===== src/rtl/core/tcw_pkg.sv =====
package tcw_pkg;

   localparam int COLUMNS = 80;
   localparam int ROWS = 25;
   localparam int CELLS = COLUMNS * ROWS;
   localparam int TAB_STEP = 4;

   localparam int COL_W = 7;
   localparam int ROW_W = 5;
   localparam int ADDR_W = 11;
   localparam int DATA_W = 16;

   localparam logic [7:0] CHAR_BACKSPACE = 8'h08;
   localparam logic [7:0] CHAR_TAB = 8'h09;
   localparam logic [7:0] CHAR_LINE_FEED = 8'h0A;
   localparam logic [7:0] CHAR_RETURN = 8'h0D;
   localparam logic [7:0] CHAR_BLANK = 8'h20;
   localparam logic [7:0] ATTR_RESET = 8'h0F;

   localparam logic [ADDR_W-1:0] ROW_STRIDE = ADDR_W'(COLUMNS);
   localparam logic [ADDR_W-1:0] SCROLL_LAST = ADDR_W'(CELLS - COLUMNS);
   localparam logic [ADDR_W-1:0] LAST_CELL = ADDR_W'(CELLS - 1);
   localparam logic [ADDR_W:0] CELL_LIMIT = (ADDR_W + 1)'(CELLS);

   typedef enum logic [1:0] {
      OP_PUT   = 2'd0,
      OP_CLEAR = 2'd1,
      OP_READ  = 2'd2,
      OP_NOP   = 2'd3
   } op_type;

   typedef enum logic [2:0] {
      ST_IDLE,
      ST_READ,
      ST_SCROLL,
      ST_BLANK,
      ST_CLEAR
   } state_type;

   typedef struct packed {
      logic [COL_W-1:0] col;
      logic [ROW_W-1:0] row;
      logic             write_glyph;
      logic             scroll;
   } put_plan_type;

endpackage


===== src/rtl/core/tcw_cursor.sv =====
module tcw_cursor
   import tcw_pkg::*;
(
   input  logic [COL_W-1:0] col,
   input  logic [ROW_W-1:0] row,
   input  logic [7:0]       char_code,
   output put_plan_type     plan
);

   logic [COL_W:0] col_wide;
   logic [COL_W:0] col_tab;
   logic [COL_W:0] col_next;
   logic [ROW_W:0] row_next;
   logic           last_row;
   logic           wrap;

   assign col_wide = {1'b0, col};
   assign col_tab  = col_wide + (COL_W + 1)'(TAB_STEP);
   assign col_next = col_wide + (COL_W + 1)'(1);
   assign row_next = {1'b0, row} + (ROW_W + 1)'(1);
   assign last_row = (row_next >= (ROW_W + 1)'(ROWS));

   always_comb begin
      plan.col         = col;
      plan.row         = row;
      plan.write_glyph = 1'b0;
      plan.scroll      = 1'b0;
      wrap             = 1'b0;
      if (char_code == CHAR_BACKSPACE && col != '0) begin
         plan.col = col - COL_W'(1);
      end else if (char_code == CHAR_TAB &&
                   col_wide <= (COL_W + 1)'(COLUMNS - TAB_STEP)) begin
         plan.col = col_tab[COL_W-1:0];
         wrap     = (col_tab >= (COL_W + 1)'(COLUMNS));
      end else if (char_code == CHAR_RETURN) begin
         plan.col = '0;
      end else if (char_code == CHAR_LINE_FEED) begin
         wrap = 1'b1;
      end else begin
         plan.write_glyph = 1'b1;
         plan.col         = col_next[COL_W-1:0];
         wrap             = (col_next >= (COL_W + 1)'(COLUMNS));
      end
      // Wrapping past the bottom row keeps the cursor there and scrolls the store.
      if (wrap) begin
         plan.col = '0;
         if (last_row) begin
            plan.scroll = 1'b1;
            plan.row    = ROW_W'(ROWS - 1);
         end else begin
            plan.row = row_next[ROW_W-1:0];
         end
      end
   end

endmodule


===== config.mk =====
export PLATFORM = sky130hd
export DESIGN_NAME = tcw_cursor
export DESIGN_NICKNAME = d
export VERILOG_FILES = /design/src/rtl/core/tcw_pkg.sv /design/src/rtl/core/tcw_cursor.sv
export SDC_FILE = /design/constraint.sdc
export NUM_CORES = 1
export LEC_CHECK = 0
export ABC_AREA = 1
export BUFFER_PORTS_ARGS = -buffer_cell sky130_fd_sc_hd__buf_2
export CORE_AREA = 2 2 52 54
export DETAILED_ROUTE_END_ITERATION = 16
export DIE_AREA = 0 0 54 56
export GPL_ROUTABILITY_DRIVEN = 0
export PLACE_DENSITY = 0.87
export SETUP_SLACK_MARGIN = 0.05
export SLEW_MARGIN = 25
export SYNTH_ARGS = -nofsm -noshare
export SYNTH_HDL_FRONTEND = slang
export SYNTH_SLANG_ARGS = --single-unit

===== constraint.sdc =====
create_clock -name vclk -period 2.05
set_clock_uncertainty 0.2 [all_clocks]
set_input_delay 0.41 -clock vclk [all_inputs]
set_output_delay 0.41 -clock vclk [all_outputs]
set_load 0.02 [all_outputs]

* Yosys cells after proc, flatten, opt, wreduce, memory -nomap -nowiden
Cells that the tools add are included.
** Storage, ports and cells
- Register bits after elaboration :: 0
- Latch bits :: 0
- Memory bits (writable) :: 0
- Bits in read-only memories :: 0
- Bits of input ports :: 20
- Output and inout bits :: 14
- Word-level logic and storage cells :: 31
- Memories :: 0
** Operators by class
- $add $sub $neg :: 4
- $mul :: 0
- Div/mod/pow operators :: 0
- Magnitude comparators :: 4
- Equal/unequal tests :: 4
- Shift-type cells :: 0
- Mux-type cells :: 16
- Bitwise logic cells :: 0
- Reduce and logical (&&, ||, !) cells :: 3
** Operators by type and width (number)
- equality test 8 x 4 -> 1 bit (second input constant) :: 4
- 2-to-1 mux 7 bit :: 4
- >= comparator 8 x 7 -> 1 bit (second input constant) :: 2
- 2-to-1 mux 12 bit :: 1
- 2-to-1 mux 1 bit :: 10
- adder 7 x 1 -> 8 bit (second input constant) :: 1
- adder 7 x 3 -> 8 bit (second input constant) :: 1
- <= comparator 7 bit (second input constant) :: 1
- nonzero test 7 bit :: 1
- subtractor 7 x 1 -> 7 bit (second input constant) :: 1
- adder 5 x 1 -> 6 bit (second input constant) :: 1
- >= comparator 6 x 5 -> 1 bit (second input constant) :: 1
- 2-to-1 mux 5 bit :: 1
- logical AND 1 bit :: 2

* Longest topological paths before layout
Gate-level depths: netlist of the first run.
- Word-level depth :: 7
- Mapped depth :: 14
- Gate-level depth less buffers :: 14

* Worst setup path before layout of the first run
Ideal clock, no wire load.
- Path type :: input-to-output
- Start point :: in col[2]
- End point :: out plan[0] in the netlist's numbering
- Arrival time :: 1.725 ns
- Data required time :: 1.440 ns
- Setup slack :: -0.285 ns
- Cell stages on the path :: 13
- Path buffers :: 1
- Path through :: buf_4 > inv_1 > ha_1 > nand2_1 > nor3_2 > nand2_1 > nand2_4 > nand2_4 > inv_4 > nand2_8 > inv_8 > nand2_8 > nor2_2
** RTL lines
- start: declaration :: line tcw_cursor.sv:4 : input logic [COL_W-1:0] col,
- end: declaration :: line tcw_cursor.sv:7 : output put_plan_type plan

==> out/results.ini, run 1 <==
[outcome]
violations = setup timing
outcome = finished, violations left

[timing]
slew_violations = 0
final_worst_path_period_share_pct = 120.5
slew_headroom_pct = 70.64
setup_repair_after_global_routing_missed_its_margin = true
report.final.hold_viol_count = 0
clock.fmax_ghz = 0.4049
layout_min_cycle_time_ns = 2.470
setup_slack_ns = -0.4197
final_total_negative_setup_slack_ns = -5.517
worst_margin_pin_slew_ns = 0.4358
setup-violations-final = 14

[floorplanning]
die_footprint_sq_mm = 0.003024
floorplan.initialDensity_pct = 48.10
core_footprint_sq_mm = 0.002432
die-height_microns = 56
floorplan.die.width_microns = 54
floorplan.io_pins = 34
core.rowCount = 18

[placed_design]
dp.final_hpwl_mm = 2.782
place.port_buffers = 34
preCtsSetupSlack_ns = -0.5679

[logic_synthesis]
synth-warning-count = 0
synth_area_sq_mm = 0.001170
netlist-cell-type-count = 31
synth_fa_ha_area_share_pct = 6.417
synth.cells.most_frequent = sky130_fd_sc_hd__nand2_1 (60), sky130_fd_sc_hd__nand3_1 (31), sky130_fd_sc_hd__inv_1 (27)
yosys.area.top_type = sky130_fd_sc_hd__nand2_1
synthesis.nets = 235
synth-compound-area-share_pct = 6.845
post_synth_and_or_nand_nor_area_fraction_pct = 68.98
synth.most_common_cell = sky130_fd_sc_hd__nand2_1
dominant_combinational_cell_family_by_area_after_synthesis = simple AND/OR/NAND/NOR gates
synth.area.mux_share_pct = 0
post_synth_xor_area_fraction_pct = 4.492
cell_count_after_synthesis = 209
synth_top_cells_by_area = sky130_fd_sc_hd__nand2_1 (19%), sky130_fd_sc_hd__nand3_1 (13%), sky130_fd_sc_hd__inv_1 (8.7%), sky130_fd_sc_hd__ha_1 (6.4%), sky130_fd_sc_hd__nand2_2 (6.4%)
synth_sequential_area_ratio_pct = 0
synth.avg_cell_area_sq_um = 5.597
synth_top_area_share_pct = 19.25

[global_route]
gr-usage-all-layers_pct = 26.58
global_route.usage.met2_pct = 51.05
met3_usage_grt_pct = 2.957
pin_count_of_the_biggest_net_entering_global_routing = 10
top_usage_layer = met2
overflow = 0
grt_pass1_vias = 1542
antenna_found_initial = 0
met1_usage_pct = 29.26
first_pass_grt_wire_length_mm = 6.334

[worst_setup_path]
cp_max_fo = 7
worst-endpoint-required_ns = 1.44
cp.arrival_ns = 1.86
timing.setup.critical_path_class = input port to primary output
start_kind = input port
endpoint_kind = primary output

[drt]
post_route_wl_mm = 4.618
drc = 0
routedWlPerCell_microns = 14.66
drtIter0Drc = 69
route.antenna.remaining_nets = 0
route.detailed.vias_per_inst = 5.616
routed-via-count = 1769
dr.pass1.iters = 7

[cells_and_area]
drive_gt1_share_pct = 50.88
final-seq-area_sq_um = 0
area_growth_syn_to_layout_pct = 74.22
antennaDiodeCount = 0
flip_flop_and_latch_count = 0
finish.net_count = 313
clkbuf_count = 0
fin_util_pct = 83.80

[power_and_ir_drop]
power.leakage_nw = 1.085
powerDensity_mw_per_mm2 = 213.3
total_power_mw = 0.4347
vdd_ir_drop_max_uv = 171.0

[min_path]
hold_path_class = input port to primary output

[job]
cap_violations = 0

## worst paths after layout
kind                  startpoint  cells after the start      end
worst min-delay path      row[1]                      5  plan[3]
worst max-delay path      col[2]                     16  plan[4]
## final cells by class
type / count / area [sq um]
multi-input cells: 175 / 1224
well taps: 30 / 37.54
fillers: 150 / 394.1
repair buffers: 77 / 618.1
inverters: 33 / 158.9
## through the flow
stage | cells | hold WS [ns] | instance area, sq um
4_1_cts | 311 | 1.030 | 1921
2_1_floorplan | 209 | 0.7343 | 1275
5_1_grt | 315 | 1.075 | 2038
3_5_place_dp | 307 | 1.077 | 1739
3_3_place_gp | 307 | 1.072 | 1739
6_report | 315 | 1.056 | 2038
## critical path, cell delays in order
cell and delay (ns):
sky130_fd_sc_hd__buf_8 0.11, sky130_fd_sc_hd__buf_12 0.12, sky130_fd_sc_hd__clkinv_8 0.04, sky130_fd_sc_hd__ha_4 0.12, sky130_fd_sc_hd__nand2_4 0.06, sky130_fd_sc_hd__nor3_4 0.15
sky130_fd_sc_hd__nand2_2 0.10, sky130_fd_sc_hd__nand2_4 0.10, sky130_fd_sc_hd__nand2_4 0.07, sky130_fd_sc_hd__inv_6 0.08, sky130_fd_sc_hd__nand2_8 0.08, sky130_fd_sc_hd__clkinv_8 0.07
sky130_fd_sc_hd__nand2_8 0.09, sky130_fd_sc_hd__nand2_4 0.10, sky130_fd_sc_hd__nand2_4 0.04, sky130_fd_sc_hd__buf_6 0.12
## kinds of logic after synthesis
family	Yosys count
adder cells (fa/ha/maj)	6
buffers and inverters	35
AND/OR/NAND/NOR	148
AO/OA/AOI/OAI	14
XOR/XNOR	6
## cell usage in the layout, fill, tap and decap left out, drive strengths merged
| cell type | instances |
|---|---|
| xor2 | 4 |
| and2 | 1 |
| nor2 | 29 |
| o21ai | 10 |
| xnor2 | 2 |
| o21bai | 1 |
| buf | 77 |
| nand4 | 1 |
| nand3 | 34 |
| clkinv | 2 |
| nor3 | 2 |
| inv | 31 |
| a21oi | 3 |
| ha | 6 |
| nor2b | 1 |
| nand2 | 80 |
| nand3b | 1 |
## power breakdown
part           total [mW]  switching, mW  internal [mW]
logic               0.435          0.239          0.196
registers               0              0              0
clock network           0              0              0
## per-layer routing
layer  vias to the layer above  wire (microns)
met2                       108            2468
met4                         0             260
met3                        35             364
met5                         -               0
li1                        811               -
met1                       815            1524
## timing repair
| action | 4_1_cts | 5_1_grt |
|---|---|---|
| gates cloned | 0 | 1 |
| hold buffers | 0 | 0 |
| buffers inserted | 4 | 3 |
| gates resized for setup | 45 | 22 |
| setup endpoints to repair | 14 | 14 |
| pin swaps | 17 | 12 |
| hold endpoints to repair | 0 | 0 |
(Power assumes the default switching activity.)
==> run 2: changes to the inputs <==
- CORE_AREA: 2 2 52 54 -> 2 2 61 63
- DIE_AREA: 0 0 54 56 -> 0 0 63 65
- PLACE_DENSITY: 0.87 -> 0.69
==> run 2 against run 1 <==
The run still ends with setup timing left. Final area up 0.18%. Setup slack worse by 0.0021 ns. Global-route usage down 8.9 points. Maximum frequency hardly changed. Largest power group unchanged. Combinational power shrank 4.6%. Flip-flop and latch count stayed put. Via count decreased by 12%. Die area increased by 35%. Critical path type unchanged. Clock-buffer cell count stayed put. Total power is 4.6% lower. Cell count is 6.7% higher. Critical path depth stayed put.
==> out/results.ini, run 2 (synthesis gave the netlist of run 1 again) <==
[power_and_ir_drop]
vdd_ir_drop_max_uv = 95.82
net_switching_power_figure_mw = 0.2191
sw_frac_of_total_pct = 52.80
p_int_mw = 0.1958
clock_power_share_pct = 0
powerDensity_mw_per_mm2 = 203.2
seq_power_share_pct = 0
combPwrFrac_pct = 100.0
power.leakage_nw = 1.106

[min_path]
min_path_cells = 4
worst_hold_startpoint = row[4]
min_delay_worst_endpoint = plan[6]
hold_path_class = input port to primary output

[global_route]
gr-usage-all-layers_pct = 17.66
antenna_found_initial = 0
grt_pass1_vias = 1380
overflow = 0
pin_count_of_the_biggest_net_entering_global_routing = 10
first_pass_grt_wire_length_mm = 6.072

[timing]
setup_slack_ns = -0.4218
setup-violations-final = 14
setup_repair_after_global_routing_missed_its_margin = true
layout_min_cycle_time_ns = 2.472
slew_headroom_pct = 73.49
fin_hold_ws_ns = 0.9672
report.final.hold_viol_count = 0
final_worst_path_period_share_pct = 120.6
slew_violations = 0
clock.fmax_ghz = 0.4046
worst_margin_pin_slew_ns = 0.3935

[cells_and_area]
clkbuf_count = 0
finish.net_count = 316
antennaDiodeCount = 0
flip_flop_and_latch_count = 0
final_cell_count_no_fill = 336
drive_gt1_share_pct = 49.31
layout.cells.most_common = sky130_fd_sc_hd__nand2_1
layout_common_cells = sky130_fd_sc_hd__nand2_1 (53), sky130_fd_sc_hd__buf_4 (45), sky130_fd_sc_hd__nand3_1 (29)
nFillCells = 345
final-seq-area_sq_um = 0
area_growth_syn_to_layout_pct = 74.55

[outcome]
outcome = finished, violations left
violations = setup timing

[worst_setup_path]
timing.critical_path.buf_inv = 6
critical_path.max_stage_delay_ns = 0.18
worst-endpoint-required_ns = 1.44
worstSetupPathDepth = 16
timing.setup.critical_path_class = input port to primary output
start_kind = input port
critical_path.top_delay_family = simple AND/OR/NAND/NOR gates
cp.arrival_ns = 1.86
cp_max_fo = 7
crit_chain = buf_8, buf_12, clkinv_8, ha_4, nand2_4, nor3_4, nand2_2, nand2_4, nand2_4, inv_4, nand2_8, clkinv_8, nand2_8, nand2_4, nand2_4, buf_6
cpMaxStageDelayCell = sky130_fd_sc_hd__nor3_4
endpoint_kind = primary output
cp_common_cell = sky130_fd_sc_hd__nand2_4

[floorplanning]
die_footprint_sq_mm = 0.004095
core.rowCount = 22
floorplan.io_pins = 34
floorplan.initialDensity_pct = 33.46
core_footprint_sq_mm = 0.003496
die-height_microns = 65
floorplan.die.width_microns = 63

[drt]
dr.pass1.iters = 4
routedWlPerCell_microns = 10.25
drc = 0
route.detailed.vias_per_inst = 4.607
routed-via-count = 1548
drtIter0Drc = 42
post_route_wl_mm = 3.445
route.antenna.remaining_nets = 0

[placed_design]
dp.final_hpwl_mm = 2.796
place_inst = 329
place.port_buffers = 34

[job]
cap_violations = 0

[cts]
hold_fix_buffers_at_cts = 0

-- run 2: cell types whose count changed in the layout (fill, tap and decap cells not counted), moves of 2 or more --
| cell | change |
|---|---|
| sky130_fd_sc_hd__buf_2 | +3 |
| sky130_fd_sc_hd__buf_4 | +2 |
| sky130_fd_sc_hd__buf_6 | -2 |
| sky130_fd_sc_hd__inv_1 | +2 |
| sky130_fd_sc_hd__nand2_1 | +2 |
| sky130_fd_sc_hd__nand2_2 | -3 |
-- run 2: worst max-delay path by stage --
stage / startpoint / to
after detailed placement: col[1] / plan[6]
after CTS: col[2] / plan[9]
after global placement: col[1] / plan[3]
after floorplan: col[2] / plan[0]
after global routing: col[3] / plan[12]
final: col[2] / plan[3]
-- run 2: metal layers --
metal / track usage [%] / wire, microns / up-vias
li1: - / - / 815
met1: 22.13 / 1459 / 700
met2: 34.84 / 1875 / 29
met3: 0.3472 / 79 / 4
met4: 1.111 / 31 / 0
met5: 0 / 0 / -
-- run 2: what timing repair did --
| action | 4_1_cts | 5_1_grt |
|---|---|---|
| cloned | 0 | 0 |
| pin swaps | 16 | 19 |
| endpoints found under the setup margin | 14 | 14 |
| setup buffers | 7 | 0 |
| resized for setup | 37 | 16 |
-- run 2: area by class of cell --
| type | instances | area [sq um] | share of cell area, % |
|---|---|---|---|
| Inverter | 33 | 153.9 | 7.537 |
| Multi-Input combinational cell | 174 | 1182 | 57.90 |
| Timing Repair Buffer | 81 | 645.6 | 31.62 |
| Tap cell | 48 | 60.06 | 2.941 |
-- run 2: power by group through the flow --
stage	registers [mW]	logic, mW	clock network [mW]
floorplan	0	0.219	0
global placement	0	0.348	0
detailed placement	0	0.353	0
CTS	0	0.402	0
global route	0	0.452	0
finish	0	0.415	0
-- run 2: stage by stage --
| step | util, % | cell area [sq um] | total power, mW | setup slack, ns | setup TNS, ns |
|---|---|---|---|---|---|
| floorplan | - | 1275 | 0.2191 | -0.1841 | -1.943 |
| global placement | 51.61 | 1804 | 0.3484 | -0.5682 | -7.546 |
| detailed placement | 51.61 | 1804 | 0.3531 | -0.5839 | -7.700 |
| CTS | 56.87 | 1988 | 0.4018 | -0.4197 | -5.601 |
| global route | 58.41 | 2042 | 0.4519 | -0.5440 | -7.171 |
| finish | 58.41 | 2042 | 0.4149 | -0.4218 | -5.618 |
